**src/rtl/tpid_pkg.sv**
```systemverilog
`timescale 1ns / 1ps
// Shared types and constants of the thermal PID difference controller.
// No dependencies; imported by every other file of the block.
package tpid_pkg;

    localparam int TEMP_W  = 24;
    localparam int ERR_W   = 25;
    localparam int COEF_W  = 32;
    localparam int DRIVE_W = 32;
    localparam int CFG_IDX_W = 3;
    localparam int ACC_W   = 67;

    // Configuration register indexes
    localparam logic [CFG_IDX_W-1:0] CFG_COEF_ERR0   = 3'd0;
    localparam logic [CFG_IDX_W-1:0] CFG_COEF_ERR1   = 3'd1;
    localparam logic [CFG_IDX_W-1:0] CFG_COEF_ERR2   = 3'd2;
    localparam logic [CFG_IDX_W-1:0] CFG_COEF_OUT1   = 3'd3;
    localparam logic [CFG_IDX_W-1:0] CFG_COEF_OUT2   = 3'd4;
    localparam logic [CFG_IDX_W-1:0] CFG_TARGET_TEMP = 3'd5;

    // Reset values of the registers
    localparam logic signed [COEF_W-1:0] RST_COEF_ERR0   = 32'sd50000;
    localparam logic signed [COEF_W-1:0] RST_COEF_ERR1   = -32'sd49722;
    localparam logic signed [COEF_W-1:0] RST_COEF_ERR2   = 32'sd0;
    localparam logic signed [COEF_W-1:0] RST_COEF_OUT1   = -32'sd1;
    localparam logic signed [COEF_W-1:0] RST_COEF_OUT2   = 32'sd0;
    localparam logic signed [TEMP_W-1:0] RST_TARGET_TEMP = 24'sd85000;

    localparam logic signed [DRIVE_W-1:0] DRIVE_MAX = 32'sh7FFF_FFFF;
    localparam logic signed [DRIVE_W-1:0] DRIVE_MIN = 32'sh8000_0000;

    typedef struct packed {
        logic signed [COEF_W-1:0] coef_err0;
        logic signed [COEF_W-1:0] coef_err1;
        logic signed [COEF_W-1:0] coef_err2;
        logic signed [COEF_W-1:0] coef_out1;
        logic signed [COEF_W-1:0] coef_out2;
        logic signed [TEMP_W-1:0] target_temp;
    } t_coefs;

endpackage

```
**src/rtl/tpid_cfg_regs.sv**
```systemverilog
`timescale 1ns / 1ps
// Configuration register file: gains and temperature setpoint.
// Depends on tpid_pkg.
module tpid_cfg_regs (
    input  logic                               i_clk,
    input  logic                               i_rst_n,
    input  logic                               i_cfg_we,
    input  logic [tpid_pkg::CFG_IDX_W-1:0]     i_cfg_index,
    input  logic [tpid_pkg::COEF_W-1:0]        i_cfg_wdata,
    output tpid_pkg::t_coefs                   o_coefs
);
    import tpid_pkg::*;

    t_coefs r_coefs;

    always_ff @(posedge i_clk) begin
        if (!i_rst_n) begin
            r_coefs.coef_err0   <= RST_COEF_ERR0;
            r_coefs.coef_err1   <= RST_COEF_ERR1;
            r_coefs.coef_err2   <= RST_COEF_ERR2;
            r_coefs.coef_out1   <= RST_COEF_OUT1;
            r_coefs.coef_out2   <= RST_COEF_OUT2;
            r_coefs.target_temp <= RST_TARGET_TEMP;
        end else if (i_cfg_we) begin
            unique case (i_cfg_index)
                CFG_COEF_ERR0:   r_coefs.coef_err0   <= i_cfg_wdata;
                CFG_COEF_ERR1:   r_coefs.coef_err1   <= i_cfg_wdata;
                CFG_COEF_ERR2:   r_coefs.coef_err2   <= i_cfg_wdata;
                CFG_COEF_OUT1:   r_coefs.coef_out1   <= i_cfg_wdata;
                CFG_COEF_OUT2:   r_coefs.coef_out2   <= i_cfg_wdata;
                CFG_TARGET_TEMP: r_coefs.target_temp <= i_cfg_wdata[TEMP_W-1:0];
                default: ;  // unmapped index, write dropped
            endcase
        end
    end

    assign o_coefs = r_coefs;

endmodule

```
**config.mk**
```make
export PLATFORM = sky130hd
export DESIGN_NAME = tpid_cfg_regs
export DESIGN_NICKNAME = d
export VERILOG_FILES = /design/src/rtl/tpid_pkg.sv /design/src/rtl/tpid_cfg_regs.sv
export SDC_FILE = /design/constraint.sdc
export NUM_CORES = 1
export LEC_CHECK = 0
export BUFFER_PORTS_ARGS = -buffer_cell sky130_fd_sc_hd__buf_2
export CORE_ASPECT_RATIO = 1.25
export CORE_MARGIN = 2
export CORE_UTILIZATION = 38
export DETAILED_ROUTE_END_ITERATION = 16
export PLACE_DENSITY = 0.68
export SETUP_SLACK_MARGIN = 0.05
export SYNTH_ARGS = -nofsm -noshare
export SYNTH_HDL_FRONTEND = slang
export SYNTH_SLANG_ARGS = --single-unit
```
**constraint.sdc**
```tcl
create_clock -name i_clk -period 1.3 [get_ports i_clk]
set_input_delay 0.195 -clock i_clk [delete_from_list [all_inputs] [get_ports i_clk]]
set_output_delay 0.195 -clock i_clk [all_outputs]
set_load 0.005 [all_outputs]
```
### After elaboration in Yosys (flattened, before gate mapping)

Index checks and enable logic that the tools add are counted.

| cells by class | value |
|---|---|
| bitwise logic cells | 0 |
| multiplexer cells | 0 |
| equal/unequal tests | 5 |
| divide/modulo/power cells | 0 |
| order comparisons | 0 |
| multipliers | 0 |
| shift-type cells | 0 |
| reduce and logical (&&, ||, !) cells | 7 |
| $add $sub $neg | 0 |

Operator list:

| cell | number |
|---|---|
| $reduce_and 2->1 | 6 |
| $eq 3x2->1 const B | 2 |
| $eq 3x3->1 const B | 2 |
| $eq 3x1->1 const B | 1 |
| $logic_not 3->1 | 1 |

| storage, ports and cells | value |
|---|---|
| logic and storage cells | 18 |
| memories kept | 0 |
| bits of input ports | 38 |
| RAM bits | 0 |
| memory bits (read-only) | 0 |
| output and inout bits | 184 |
| latch bits | 0 |
| bits in registers | 184 |

### Longest topological paths before layout

Gate-level depths: netlist of run 1.

| logic depth | value |
|---|---|
| depth after elaboration | 2 |
| depth in mapped cells | 5 |
| mapped depth without buffers | 2 |

### Worst setup path before layout of run 1

OpenSTA, ideal clock, no wires.

| path | value |
|---|---|
| kind | input-to-reg |
| start | in i_cfg_index[1] in the netlist's numbering |
| end | reg r_coefs, in the netlist o_coefs[152] |
| path buffers | 1 |
| stages | 3 |
| library setup time | 0.072 ns |
| setup slack | 0.217 ns |
| data arrival time | 1.012 ns |
| data required time | 1.228 ns |
| cells stage by stage | nor4b_4 > buf_6 > mux2i_1 |

| between the ends | value |
|---|---|
| word-level cells in the longest chain between the ends | 2 |

RTL lines:

| element | RTL line | text |
|---|---|---|
| from (decl) | tpid_cfg_regs.sv:8 | `input logic [tpid_pkg::CFG_IDX_W-1:0] i_cfg_index,` |
| $logic_not 3->1 | tpid_cfg_regs.sv:25 | `unique case (i_cfg_index)` |
| $reduce_and 2->1 (no source line) | - |  |
| to (decl) | tpid_cfg_regs.sv:14 | `t_coefs r_coefs;` |

No other way between the ends.
A chain may end at the register's enable or synchronous reset.

### Final worst setup path of run 1

| path | value |
|---|---|
| start | reg r_coefs, in the netlist o_coefs[162] |
| end | out o_coefs[162] in the netlist's numbering |

RTL lines:

| element | RTL line | text |
|---|---|---|
| to (decl) | tpid_cfg_regs.sv:10 | `output tpid_pkg::t_coefs o_coefs` |

No word-level cell between the ends.

==> results of run 1 <==
-- stage by stage --
stage / hold slack [ns] / instance area [µm²] / std cells / utilization (%) / TNS (ns)
floorplan: 0.361 / 7120 / 673 / - / 0
global placement: 0.438 / 8530 / 1098 / 46.8 / 0
detailed placement: 0.444 / 8530 / 1098 / 46.8 / -0.00119
CTS: 0.0362 / 9140 / 1130 / 50.1 / 0
global route: 0.0534 / 9140 / 1130 / 50.1 / 0
finish: 0.0480 / 9140 / 1130 / 50.1 / 0
-- metal layers --
layer,up-vias,track usage (%)
met5,-,0
met4,4,5.70
met3,23,6.56
met2,162,33.3
met1,2459,22.1
li1,2652,-
-- synthesized netlist by cell type --
cell type,n
buf_4,3
buf_6,14
nor2b_1,100
mux2i_1,184
nand2_1,148
buf_2,11
and4b_1,1
and4bb_1,2
buf_1,1
clkbuf_1,20
nor4b_4,1
nand4b_1,2
dfxtp_1,184
nand4bb_1,2
-- tightest hold or removal path: stages --
cell and delay (ns):
buf_2 0.09, nor2b_1 0.05, mux2i_1 0.11
-- kinds of logic after synthesis --
group	after synthesis
simple gates	256
buf+inv	49
mux	184
flops	184
-- power breakdown --
part           total [mW]  switching, mW  internal (mW)
sequential           5.82         0.0625           5.76
combinational       0.844          0.467          0.376
clock                5.26           2.50           2.76
total                11.9           3.03           8.90
-- cell type report --
type,count,area [µm²],share of cell area [%]
clock buffers,17,425,4.66
clock inverters,15,180,1.97
flip-flops and latches,184,3680,40.3
well taps,228,285,3.12
repair buffers,246,1430,15.6
multi-input cells,440,3140,34.3
-- worst paths after layout --
path | from | to | slack (ns) | cells past startpoint
worst max-delay path | o_coefs[162]$_SDFFE_PN0P_ | o_coefs[162] | 0.19 | 1
worst min-delay path | i_cfg_wdata[22] | o_coefs[78]$_SDFFE_PN1P_ | 0.05 | 3
worst max register to register | o_coefs[16]$_SDFFE_PN1P_ | o_coefs[16]$_SDFFE_PN1P_ | 0.65 | 2
worst min register to register | o_coefs[153]$_SDFFE_PN0P_ | o_coefs[153]$_SDFFE_PN0P_ | 0.45 | 2
==> key figures, run 1 <==
Run status
  – Status: completed

Timing
  – Max frequency: 899 MHz
  – Unrepaired setup endpoints after global routing: no
  – Worst Skew: 0 ns
  – Period utilization: 85.6%
  – Max_slew headroom: 75.0%
  – Worst-Margin Slew: 0.374 ns
  – Fin. max-slew vios: 0
  – Final setup fails: 0
  – Final worst slack: 0.187 ns
  – Hold Fails Final Rpt: 0
  – Min cycle time layout: 1.11 ns

Global route
  – Vias in the first global route: 5,165
  – Largest net degree at the start of global routing: 80
  – Initial antenna violation count: 2
  – Global-route wire length before repair: 29.3 mm
  – Tot GR Track Use: 19.1%
  – Grt ovf: 0

Power and ir drop
  – Pwr/cell area: 1310 nW/µm²
  – Pleak: 4.29 nW
  – VDD IR max: 0.826 mV
  – Tot Pwr: 11.9 mW

Synthesis
  – Syn nets: 711
  – Post-Syn Area: 7120 µm²
  – Synth area leaders: dfxtp_1, mux2i_1, nor2b_1, nand2_1, buf_6
  – Post-synthesis sequential area ratio: 51.7%
  – Syn Area/Cell: 10.6 µm²
  – Synth Register Bits: 184
  – Post-Synthesis Cells: 673
  – Area share of the largest cell type after synthesis: 51.7%
  – Adder-cell area share of the yosys netlist: 0%
  – Synth Area in XOR/XNOR: 0%
  – Mux contribution to synthesized area: 25.9%
  – Yosys top cell by area: dfxtp_1
  – Largest family of logic cells by synthesized area: multiplexers
  – Post-synthesis compound-gate area fraction: 0%
  – Synth warnings: 0
  – Synth Area in Simple Gates: 18.0%
  – Netlist cell types: 14

Floorplanning
  – Die H: 157 µm
  – CORE AREA: 18,200 µm²
  – Initial Util: 39.0%
  – Die width: 126 µm
  – IO Pins: 222
  – Die area: 19,900 µm²
  – Core Rows: 55

Clock tree
  – H-tree depth: 4
  – Cts hold-fix bufs: 0
  – Post-CTS setup buffer count: 0
  – Worst-case clock buffer depth: 2
  – Clk pin slew, worst setup/hold paths: 0.08 ns
  – Post_cts resized: 0
  – Root Driver: clkbuf_16
  – CTS tree: yes
  – CTS Buf Count: 17
  – Worst-Skew Late Latency: 0.43 ns
  – CTS sink cnt: 184

Drt
  – Met3 WL post-DR: 1.45 mm
  – Final WL: 19.1 mm
  – Met2 WL: 9.49 mm
  – Via count: 5,300
  – Initial DRT Pass Iterations: 4
  – Initial drt markers: 176
  – Highest Signal Layer: met5
  – M1 WL: 7.91 mm
  – Final ANT Viol Nets: 0
  – DRC: 0
  – Routed WL per cell: 16.9 µm
  – Vias per std cell: 4.69

Placed design
  – Port buffer count: 221
  – Post-detail-place hpwl: 14.3 mm
  – Setup WS pre-CTS: -0.00119 ns
  – Gpl congestion: 0.812

Worst setup path
  – Critical path class: reg -> out
  – Crit path buffers/inverters: 1
  – Setup crit end kind: primary output
  – Crit path required time: 1.11 ns
  – Crit path largest cell delay: 0.36 ns
  – Crit-path cells: buf_2
  – Startpoint types: flip-flop
  – Data arrival, critical path: 0.92 ns
  – Crit-path slowest cell: dfxtp_1
  – CP delay by family, top: flip-flops
  – Worst-path fanout max: 2

Layout
  – Fillers: 1,724
  – Commonest non-fill, non-tap cell in the layout: buf_2
  – Fraction of layout cells with a size suffix above 1: 31.3%
  – Max reg flops: 184
  – Commonest non-fill, non-tap cells in the layout: buf_2, mux2i_1, dfxtp_1
  – Nets: 927
  – Layout area overhead: 28.3%
  – # diodes: 0

Worst hold path
  – HP Class: in -> reg

Flow run
  – Max Cap Viol: 0
Power figures use the tool's default switching activity.
==> run 2, diff against run 1 <==
CORE_ASPECT_RATIO = 1.5   (was 1.25)
==> run 2 against run 1 <==
Against the previous run: sequential cell count is the same; hold slack gained 0.0076 ns; sequential power is essentially flat; die area is essentially flat; design area grew 0.16%; final cell count grew 2.1%; critical path depth is the same; global-route usage grew 0.54 points; non-clock buffer count is the same; critical path type unchanged; largest cell class unchanged; highest routed layer is now met4.
==> key figures, run 2 (same netlist as run 1, synthesis figures left out) <==
Placed design
  – Setup WS pre-CTS: -0.0120 ns
  – Port buffer count: 221
  – Inst Count DP: 1,122
  – Gpl congestion: 0.764
  – Post-detail-place hpwl: 14.6 mm

Worst setup path
  – Crit path required time: 1.11 ns
  – Crit-path slowest cell: dfxtp_1
  – Setup crit end kind: primary output
  – Critical path class: reg -> out
  – Startpoint types: flip-flop
  – Crit path largest cell delay: 0.36 ns
  – Data arrival, critical path: 0.91 ns
  – Crit path buffers/inverters: 1
  – Crit-path cells: buf_2
  – CP delay by family, top: flip-flops
  – Worst-path fanout max: 2

Layout
  – Fillers: 1,792
  – Register area: 3680 µm²
  – Max reg flops: 184
  – Nets: 927
  – Final non-filler cell total: 1,154
  – Commonest non-fill, non-tap cells in the layout: buf_2, mux2i_1, dfxtp_1
  – Commonest non-fill, non-tap cell in the layout: buf_2
  – Layout area overhead: 28.6%
  – Fin util: 49.6%
  – Multi-input logic area: 3140 µm²
  – Fraction of layout cells with a size suffix above 1: 31.0%

Floorplanning
  – Die area: 19,900 µm²
  – IO Pins: 222
  – Die H: 172 µm
  – CORE AREA: 18,500 µm²
  – Core Rows: 61
  – Initial Util: 38.5%
  – Die width: 116 µm

Timing
  – WHS: 0.0557 ns
  – Final worst slack: 0.197 ns
  – Worst-Margin Slew: 0.310 ns
  – Worst Skew: 0 ns
  – Unrepaired setup endpoints after global routing: no
  – Max frequency: 907 MHz
  – Hold Fails Final Rpt: 0
  – Fin. max-slew vios: 0
  – Period utilization: 84.8%
  – Max_slew headroom: 79.3%
  – Final setup fails: 0
  – Min cycle time layout: 1.10 ns

Worst hold path
  – HP Class: in -> reg

Global route
  – Vias in the first global route: 5,234
  – Tot GR Track Use: 19.6%
  – Initial antenna violation count: 1
  – Largest net degree at the start of global routing: 43
  – Global-route wire length before repair: 29.4 mm
  – Grt ovf: 0

Drt
  – Final ANT Viol Nets: 0
  – DRC: 0
  – Vias per std cell: 4.63
  – Routed WL per cell: 16.9 µm
  – Initial drt markers: 234
  – Initial DRT Pass Iterations: 4
  – Via count: 5,341
  – Final WL: 19.5 mm

Power and ir drop
  – VDD IR max: 0.762 mV
  – Pwr/cell area: 1280 nW/µm²
  – Pleak: 4.27 nW

Clock tree
  – H-tree depth: 4
  – Cts hold-fix bufs: 0
  – Worst-case clock buffer depth: 2
  – Post-CTS setup buffer count: 0
  – Clk pin slew, worst setup/hold paths: 0.07 ns
  – Post_cts resized: 0
  – CTS Buf Count: 17
  – Root Driver: clkbuf_16
  – CTS tree: yes
  – CTS sink cnt: 184
  – Worst-Skew Late Latency: 0.42 ns

Flow run
  – Max Cap Viol: 0

Run status
  – Status: completed
[run 2: through the flow]
| stage | setup TNS, ns | total power [mW] | area (µm²) |
|---|---|---|---|
| final | 0 | 11.7 | 9150 |
| after global routing | 0 | 12.2 | 9150 |
| after CTS | 0 | 11.9 | 9150 |
| after detailed placement | -0.0176 | 6.83 | 8590 |
| after global placement | 0 | 6.82 | 8590 |
| after floorplan | 0 | 6.41 | 7120 |
[run 2: worst reg2reg max path: stages, from the launching register on]
cell	delay, ns
dfxtp_1	0.32
nor2b_1	0.11
mux2i_1	0.07
[run 2: area by class of cell]
class / count / share of cell area, %
flip-flops and latches: 184 / 40.2
multi-input cells: 440 / 34.3
repair buffers: 246 / 15.8
clock buffers: 20 / 4.88
well taps: 252 / 3.44
clock inverters: 11 / 1.27
diodes: 1 / 0.0273
[run 2: per-layer routing]
| metal | vias up | track usage (%) | share of wire [%] |
|---|---|---|---|
| li1 | 2634 | - | - |
| met1 | 2516 | 21.1 | 39 |
| met2 | 168 | 36.2 | 53 |
| met3 | 23 | 6.13 | 6.2 |
| met4 | 0 | 6.21 | 1.8 |
| met5 | - | 0 | 0 |
[run 2: path summary, 6_finish.rpt]
path / from / endpoint / slack [ns] / cells past startpoint
setup / recovery: o_coefs[100]$_SDFFE_PN0P_ / o_coefs[100] / 0.20 / 1
hold / removal: i_cfg_wdata[24] / o_coefs[144]$_SDFFE_PN1P_ / 0.06 / 3
setup reg to reg: o_coefs[130]$_SDFFE_PN1P_ / o_coefs[130]$_SDFFE_PN1P_ / 0.68 / 2
hold reg to reg: o_coefs[89]$_SDFFE_PN0P_ / o_coefs[89]$_SDFFE_PN0P_ / 0.45 / 2
[run 2: power breakdown]
group | internal, mW | switching [mW] | leakage, nW
registers | 5.76 | 0.0622 | 1.49
logic | 0.387 | 0.476 | 2.51
clock network | 2.72 | 2.27 | 0.265
total | 8.87 | 2.81 | 4.27
